File: src/rtl/core/roi_hist_pkg.sv
// ---------------------------------------------------------------------------
// roi_hist_pkg
// Shared types, codes and defaults of the region-of-interest histogram.
// ---------------------------------------------------------------------------
package roi_hist_pkg;

    localparam int DEF_BIN_COUNT   = 256;
    localparam int DEF_COUNT_WIDTH = 24;
    localparam int COORD_W         = 12;
    localparam int CFG_DATA_W      = 12;
    localparam int CFG_INDEX_W     = 3;
    localparam int NUM_CHAN        = 3;
    localparam int DEV_W           = 64;

    localparam logic [COORD_W-1:0] RST_X_END = COORD_W'(1920);
    localparam logic [COORD_W-1:0] RST_Y_END = COORD_W'(1080);

    typedef enum logic [1:0] {
        CMD_CLEAR  = 2'd0,
        CMD_PIXEL  = 2'd1,
        CMD_REPORT = 2'd2
    } t_command;

    typedef enum logic [1:0] {
        MODE_RAW        = 2'd0,
        MODE_RGBA_MONO  = 2'd1,
        MODE_BAYER      = 2'd2,
        MODE_RGBA_COLOR = 2'd3
    } t_mode;

    typedef enum logic [CFG_INDEX_W-1:0] {
        CFG_MODE    = 3'd0,
        CFG_X_START = 3'd1,
        CFG_Y_START = 3'd2,
        CFG_X_END   = 3'd3,
        CFG_Y_END   = 3'd4
    } t_cfg_index;

    typedef enum logic [3:0] {
        ST_INIT,
        ST_IDLE,
        ST_CLR,
        ST_PIX_RD,
        ST_PIX_WR,
        ST_P1,
        ST_P2,
        ST_P3,
        ST_RGO,
        ST_ROOT,
        ST_OUT
    } t_state;

    typedef enum logic [1:0] {
        RT_IDLE,
        RT_DIV,
        RT_SQRT
    } t_root_state;

    typedef struct packed {
        logic [1:0]         command;
        logic [COORD_W-1:0] pixel_x;
        logic [COORD_W-1:0] pixel_y;
        logic [7:0]         byte_zero;
        logic [7:0]         byte_one;
        logic [7:0]         byte_two;
    } t_request;

    typedef struct packed {
        logic [1:0]  channel;
        logic [7:0]  median_bin;
        logic [15:0] spread_q8;
        logic [7:0]  lowest_bin;
        logic [7:0]  highest_bin;
        logic [23:0] dark_count;
        logic [23:0] saturated_count;
        logic        empty_res;
        logic        last;
    } t_result;

endpackage

File: src/rtl/core/roi_hist_root.sv
// ---------------------------------------------------------------------------
// roi_hist_root
// Mean deviation divide and Q8.8 square root, one bit per cycle.
// ---------------------------------------------------------------------------
module roi_hist_root #(
    parameter int TOTAL_W = 32
) (
    input  logic                           i_clk,
    input  logic                           i_rst_n,
    input  logic                           i_go,
    input  logic [roi_hist_pkg::DEV_W-1:0] i_dev,
    input  logic [TOTAL_W-1:0]             i_total,
    output logic                           o_done,
    output logic [15:0]                    o_spread
);
    import roi_hist_pkg::*;

    localparam int DIV_W = TOTAL_W + 16;
    localparam int CMP_W = (DIV_W > DEV_W) ? DIV_W + 1 : DEV_W + 1;

    t_root_state      r_state;
    logic [3:0]       r_step;
    logic [DEV_W-1:0] r_rem;
    logic [DIV_W-1:0] r_div;
    logic [15:0]      r_quo;
    logic [15:0]      r_res;
    logic             r_done;

    logic             sat;
    logic             fits;
    logic [15:0]      trial;
    logic [31:0]      sq;

    always_comb begin
        sat   = CMP_W'(i_dev) >= CMP_W'({i_total, 16'd0});
        fits  = CMP_W'(r_rem) >= CMP_W'(r_div);
        trial = r_res | (16'd1 << r_step);
        sq    = 32'(trial) * 32'(trial);
    end

    always_ff @(posedge i_clk) begin
        if (!i_rst_n) begin
            r_state <= RT_IDLE;
            r_done  <= 1'b0;
        end else begin
            r_done <= 1'b0;
            unique case (r_state)
                RT_IDLE: begin
                    if (i_go) begin
                        if (sat) begin
                            r_done <= 1'b1;
                        end else begin
                            r_state <= RT_DIV;
                        end
                    end
                end
                RT_DIV: begin
                    if (r_step == 4'd0) begin
                        r_state <= RT_SQRT;
                    end
                end
                RT_SQRT: begin
                    if (r_step == 4'd0) begin
                        r_state <= RT_IDLE;
                        r_done  <= 1'b1;
                    end
                end
                default: r_state <= RT_IDLE;
            endcase
        end
    end

    always_ff @(posedge i_clk) begin
        unique case (r_state)
            RT_IDLE: begin
                r_step <= 4'd15;
                r_rem  <= i_dev;
                r_div  <= DIV_W'({i_total, 15'd0});
                r_quo  <= '0;
                r_res  <= sat ? 16'hFFFF : 16'd0;
            end
            RT_DIV: begin
                if (fits) begin
                    r_rem <= r_rem - DEV_W'(r_div);
                end
                r_quo  <= {r_quo[14:0], fits};
                r_div  <= r_div >> 1;
                r_step <= r_step - 4'd1;
            end
            RT_SQRT: begin
                if (sq <= {r_quo, 16'd0}) begin
                    r_res <= trial;
                end
                r_step <= r_step - 4'd1;
            end
            default: r_step <= 4'd15;
        endcase
    end

    assign o_done   = r_done;
    assign o_spread = r_res;

endmodule

File: config.mk
export PLATFORM = sky130hd
export DESIGN_NAME = roi_hist_root
export DESIGN_NICKNAME = d
export VERILOG_FILES = /design/src/rtl/core/roi_hist_pkg.sv /design/src/rtl/core/roi_hist_root.sv
export SDC_FILE = /design/constraint.sdc
export NUM_CORES = 1
export LEC_CHECK = 0
export BUFFER_PORTS_ARGS = -buffer_cell sky130_fd_sc_hd__buf_2
export CORE_ASPECT_RATIO = 0.6
export CORE_MARGIN = 2
export CORE_UTILIZATION = 31
export DETAILED_ROUTE_END_ITERATION = 10
export MAX_ROUTING_LAYER = met4
export PLACE_DENSITY = 0.44
export SLEW_MARGIN = 20
export SYNTH_ARGS = -nofsm -noshare
export SYNTH_HDL_FRONTEND = slang
export SYNTH_SLANG_ARGS = --single-unit
File: constraint.sdc
create_clock -name i_clk -period 28.6 [get_ports i_clk]
set_input_delay 7.15 -clock i_clk [delete_from_list [all_inputs] [get_ports i_clk]]
set_output_delay 7.15 -clock i_clk [all_outputs]
set_load 0.01 [all_outputs]
==> impl_metrics.tcl, run 1 <==
set metrics [dict create \
    status "complete, no violations" \
    post_route_cells_drive_above_1_share 0.104 \
    vias 15000 \
    cts_sinks 150 \
    grt_pass1_vias 14300 \
    synth_xor_area_frac 0.0321 \
    clkLatencyLatePin_ns 0.47 \
    grt-ovfl-total 0 \
    port_buffers 115 \
    synth_compound_area_frac 0.154 \
    syn_area_um2 18300 \
    synthTopCellsByArea "edfxtp_1 (23%), fa_1 (18%), ha_1 (13%), inv_1 (7.3%), nand2_1 (3.9%)" \
    postSynthRegisterBits 150 \
    yosysSeqAreaShare 0.242 \
    wirelength_um 55700 \
    core_um2 57900 \
    arrival_ns 10.31 \
    htree_levels 4 \
    total_power_uw 591 \
    yosysTopAreaCell "edfxtp_1" \
    drc 0 \
    relSlewSlack 0.317 \
    whs_endpoint "r_step[0]" \
    ir_drop_v 0.0000281 \
    tns_ns 0 \
    fin_ws_ns 18.43 \
    numCtsBuffers 17 \
    worstMarginPinSlew_ns 1.02 \
    max_freq_ghz 0.0983 \
    reg2regPathDepth 31 \
    post_drt_wl_per_cell_um 19.0 \
    viasPerCell 5.12 \
    synthMuxAreaShare 0.0220 \
    fin_crit_sh 0.356 \
    rows 68 \
    path_clk_slew_ns 0.07 \
    fin_skew_ns 0.0295 \
    slowest_delay_ns 0.78 \
    worstPathRequired_ns 28.74 \
    r2r-start "r_step[2]" \
    finalSetupViolCount 0 \
    synth_area_per_cell_um2 8.90 \
    synthSimpleGateAreaFrac 0.144 \
    drt_pass1_iterations 7 \
    hold_viol 0 \
    synth_fa_ha_area_frac 0.317 \
    grt_first_pass_wirelength_um 85800 \
    hpwl_um 45600 \
    io_pins 116 \
    yosys_most_used_dff "edfxtp_1" \
    rsz0062_at_grt "false" \
    n_antenna_cell 0 \
    cts_tree "done" \
    synth_top_family_by_area "adder cells" \
    pre_cts_slack_ns 18.24 \
    max-cap-violations 0 \
    slew_violations 0 \
    clockBufferDepth 2 \
    critical_path.max_fanout 16 \
    areaGrowthSynthToFinish_pct 11.3 \
    cts_root_buffer "clkbuf_16" \
    hold-path-cell-count 1 \
    grt_start_max_net_pins 76 \
    crit_type "flop to flop" \
    powerDensity_nw_per_um2 29.0 \
    fin_nets 2605 \
    min_path_type "flop to flop" \
    async_flop_share 0 \
    end_kind "flop" \
    crit_top_cell "fa_1" \
    dp_cells 2893 \
    die_h_um 192 \
    first_iter_violations 1166 \
    die_area_um2 61000 \
    cp_slowest_cell "nor4_1" \
    synthCells 2055 \
    ant_nets 0 \
    synth-edff-count 143 \
    p_leak_nw 9.26 \
    worst_setup_path_start_kind "flop" \
    antenna_found_initial 1 \
    hold_path_startpoint "r_step[0]" \
    start_util 0.316 \
    synth_top_area_share 0.235 \
    yosysWarnings 0 \
    cts_setup_buffers 0 \
    fin_cells 2925 \
    finalCriticalPeriod_ns 10.17 \
    cts_resized 0 \
    ys_types 75 \
    ff2ff_setup_slack_ns 18.43 \
    synth_nets 2517 \
    cts_hold_buffers 0 \
    grtUsageTotal 0.189 \
    fp.dieW_um 318 \
    place.gp.congestion 0.904 \
    r2r_end "o_spread[8]" \
]
layer usage:
layer  up-vias  GRT usage  routed length (um)
met1      7349      0.310               31100
met5         -          -                   0
met3        18     0.0383                3890
li1       7161          -                   -
met2       450      0.231               20400
met4         0     0.0253                 389
cells in the final DEF (no fill, tap or decap), types with 8 or more instances in the layout:
master / count
mux2_2: 34
nand2b_1: 14
a31oi_1: 12
clkinv_1: 8
o21a_1: 25
nor3_1: 40
nand4_1: 31
or3_1: 20
nand3_1: 30
clkbuf_16: 17
nand2_1: 190
and2_1: 8
buf_4: 18
o211ai_1: 22
ha_1: 195
edfxtp_1: 143
nor2_1: 160
a21oi_1: 128
xnor2_1: 44
nor4_1: 20
fa_1: 167
buf_2: 115
a211oi_1: 18
xor2_1: 23
a21o_1: 55
o21bai_1: 16
o21ai_0: 91
and3_1: 10
o31ai_1: 12
nor2b_1: 14
inv_1: 357
worst max path at each step:
| stage | slack (ns) | cells after the start | to | from |
|---|---|---|---|---|
| 6_report | 18.43 | 31 | o_spread[8] | r_step[2] |
| 2_1_floorplan | 19.01 | 31 | o_spread[0] | r_step[0] |
| 4_1_cts | 18.58 | 31 | o_spread[6] | r_step[2] |
| 5_1_grt | 17.91 | 31 | o_spread[11] | r_step[2] |
| 3_3_place_gp | 18.27 | 10 | o_spread[3] | i_dev[22] |
| 3_5_place_dp | 18.24 | 10 | o_spread[12] | i_dev[22] |
cell usage after synthesis, types with 14 or more instances:
cell / n
nor3_1: 40
o21a_1: 25
nor2_1: 161
ha_1: 196
edfxtp_1: 143
o211ai_1: 22
mux2_2: 34
a21oi_1: 129
nor4_1: 20
inv_1: 357
nand3_1: 30
xor2_1: 23
nor2b_1: 14
xnor2_1: 44
nand4_1: 31
nand2_1: 190
or3_1: 20
clkbuf_1: 55
o21bai_1: 16
o21ai_0: 91
fa_1: 167
a211oi_1: 18
nand2b_1: 14
a21o_1: 55
stage by stage:
stage | hold WS, ns | cell area [um^2] | utilization
finish | 0.442 | 20400 | 0.351
floorplan | 0.403 | 18300 | -
global route | 0.485 | 20400 | 0.351
detailed placement | 0.427 | 19800 | 0.341
CTS | 0.443 | 20300 | 0.351
global placement | 0.420 | 19800 | 0.341
report_power, final:
part	internal (mW)	switching, mW
Sequential	0.246	0.00442
Clock	0.129	0.108
Combinational	0.0394	0.0640
layout make-up:
cell class	instances	area, um^2
inverters	366	1370
clock buffers	18	429
repair buffers	134	738
flip-flops and latches	150	4430
fillers	6029	37600
multi-input cells	1474	12300
well taps	770	963
clock inverters	13	144
flip-flops by register name (all words and copies together), names as in the netlist:
register,flops
o_spread,16
o_done,1
r_rem,64
r_state,2
r_div,47
r_quo,16
r_step,4
worst max-delay path, delay by kind of cell, from the launching register on:
| kind | cells | cell delay, ns |
|---|---|---|
| AND/OR/NAND/NOR | 9 | 2.65 |
| adder cells (fa/ha/maj) | 8 | 3.59 |
| buffers and inverters | 5 | 1.07 |
| flip-flops | 1 | 0.43 |
| multiplexers | 1 | 0.14 |
| AO/OA/AOI/OAI | 8 | 1.92 |
cells by family (layout without fill, tap and decap cells):
group | after synthesis | count (layout)
simple gates | 566 | 566
buf+inv | 431 | 531
compound gates | 442 | 442
fa+ha+maj | 363 | 363
xor+xnor | 67 | 67
flops | 150 | 150
mux | 36 | 36
Note: power is estimated with default switching activity, not from simulation.
==> inputs of run 2 (changes only) <==
--- a/config.mk
+++ b/config.mk
@@ -11,7 +11,7 @@
 export CORE_UTILIZATION = 31
 export DETAILED_ROUTE_END_ITERATION = 10
 export MAX_ROUTING_LAYER = met4
-export PLACE_DENSITY = 0.44
+export PLACE_DENSITY = 0.46
 export SLEW_MARGIN = 20
 export SYNTH_ARGS = -nofsm -noshare
 export SYNTH_HDL_FRONTEND = slang
==> constraint.sdc (replaced) <==
create_clock -name i_clk -period 8.7 [get_ports i_clk]
set_input_delay 2.175 -clock i_clk [delete_from_list [all_inputs] [get_ports i_clk]]
set_output_delay 2.175 -clock i_clk [all_outputs]
set_load 0.01 [all_outputs]
==> impl_metrics.tcl, run 2 (synthesis gave the netlist of run 1 again) <==
set metrics [dict create \
    crit_type "flop to flop" \
    dp_cells 3021 \
    htree_levels 4 \
    critical_path.max_fanout 8 \
    max-cap-violations 0 \
    first_iter_violations 1291 \
    met3_usage 0.0345 \
    port_buffers 115 \
    clkLatencyLatePin_ns 0.46 \
    largest_reg_flops 64 \
    grt_start_max_net_pins 76 \
    grt_use_met1 0.319 \
    post_drt_wl_per_cell_um 18.6 \
    ant_nets 0 \
    place.gp.congestion 0.914 \
    p_leak_nw 10.2 \
    relSlewSlack 0.288 \
    fp.dieW_um 318 \
    ir_drop_v 0.000140 \
    placed_cell_area_um2 20800 \
    grtUsageMet2 0.235 \
    areaGrowthSynthToFinish_pct 23.0 \
    drt_pass1_iterations 5 \
    clockBufferDepth 2 \
    cts_hold_buffers 0 \
    slew_violations 0 \
    final_common_cell "inv_1" \
    powerDensity_nw_per_um2 87.2 \
    fin_nets 2765 \
    fin_skew_ns 0.0186 \
    slowest_delay_ns 0.58 \
    rsz0062_at_grt "true" \
    n_antenna_cell 0 \
    reg.largest.list "r_rem: 64 flops, r_div: 47 flops" \
    grt-ovfl-total 0 \
    max_freq_ghz 0.116 \
    end_kind "flop" \
    stdcell_area_um2 22500 \
    finalCriticalPeriod_ns 8.59 \
    core_um2 57900 \
    grt_first_pass_wirelength_um 88100 \
    min_path_type "flop to flop" \
    rows 68 \
    cp_num_buf_inv 11 \
    viasPerCell 5.02 \
    cts_tree "done" \
    fin_crit_sh 0.987 \
    hold_viol 0 \
    vias 15500 \
    cp_top_family "adder cells" \
    start_util 0.316 \
    hpwl_um 46800 \
    cp_slowest_cell "fa_2" \
    fin_cells 3086 \
    top_register "r_rem" \
    die_h_um 192 \
    cts_root_buffer "clkbuf_16" \
    worstPathRequired_ns 8.86 \
    status "complete, no violations" \
    numCtsBuffers 17 \
    worstMarginPinSlew_ns 1.06 \
    die_area_um2 61000 \
    post_route_cells_drive_above_1_share 0.219 \
    grt_pass1_vias 15100 \
    drc 0 \
    arrival_ns 8.75 \
    path_clk_slew_ns 0.08 \
    worst_setup_path_start_kind "flop" \
    grtUsageTotal 0.193 \
    grt.busiest_layer "met1" \
    cts_sinks 150 \
    antenna_found_initial 1 \
    wirelength_um 57300 \
    io_pins 116 \
    finalSetupViolCount 0 \
    layout_common_cells "inv_1 (342), nand2_1 (177), ha_1 (176), fa_1 (161), buf_4 (146)" \
]
## run 2: changes by cell type in the layout (fill, tap and decap cells not counted), moves of 10 or more
cell     previous run  this run
nor2_2              2        12
a21oi_1           128       115
buf_4              18       146
ha_4                1        17
nand2_1           190       177
inv_2               2        16
nor2_1            160       143
inv_1             357       342
ha_1              195       176
nand2_2             0        10
buf_6               0        23
## run 2: worst register-to-register path: cells and delay by family, from the launching register on
family	cells	cell delay (ns)
AOI/OAI and AO/OA	9	1.92
adders and majority gates	8	3.25
buffers and inverters	11	1.17
DFF	1	0.37
and+or+nand+nor	9	1.60
## run 2: what timing repair did
action | CTS | global route
gates cloned | 1 | 1
buffers inserted | 3 | 29
gates resized for setup | 48 | 151
pin swaps | 8 | 94
endpoints found under the setup margin | 16 | 16
## run 2: final cells by class
class                   instances  area [um^2]
multi-input cells            1474        13000
clock inverters                13          159
fillers                      5887        35400
inverters                     366         1390
well taps                     770          963
flip-flops and latches        150         4450
clock buffers                  19          433
repair buffers                294         2130
## run 2: final timing paths
kind / from / end / slack [ns] / depth (start not counted)
max: r_step[2] / o_spread[5] / 0.11 / 37
max reg2reg: r_step[2] / o_spread[5] / 0.11 / 37
min: r_state[1] / r_state[1] / 0.51 / 2
min reg2reg: r_state[1] / r_state[1] / 0.51 / 2
## run 2: stage by stage
| stage | util | setup TNS (ns) | hold WS (ns) | setup slack (ns) | power (mW) |
|---|---|---|---|---|---|
| after global routing | 0.388 | -3.16 | 0.535 | -0.209 | 2.04 |
| after CTS | 0.373 | 0 | 0.506 | 0.0563 | 1.98 |
| after global placement | 0.359 | -6.40 | 0.471 | -0.402 | 1.17 |
| after floorplan | - | 0 | 0.403 | 0.00940 | 1.06 |
| final | 0.388 | 0 | 0.506 | 0.112 | 1.96 |
| after detailed placement | 0.359 | -9.32 | 0.495 | -0.585 | 1.17 |
## run 2: layer usage
metal	vias up	routed length [um]	part of all wire
li1	7493	-	-
met1	7598	32400	0.56
met2	392	20900	0.37
met3	21	3680	0.064
met4	0	321	0.0056
met5	-	0	0
## run 2: where the power goes
group	switching [mW]	internal (mW)
Clock	0.369	0.434
Sequential	0.0138	0.808
Combinational	0.207	0.130
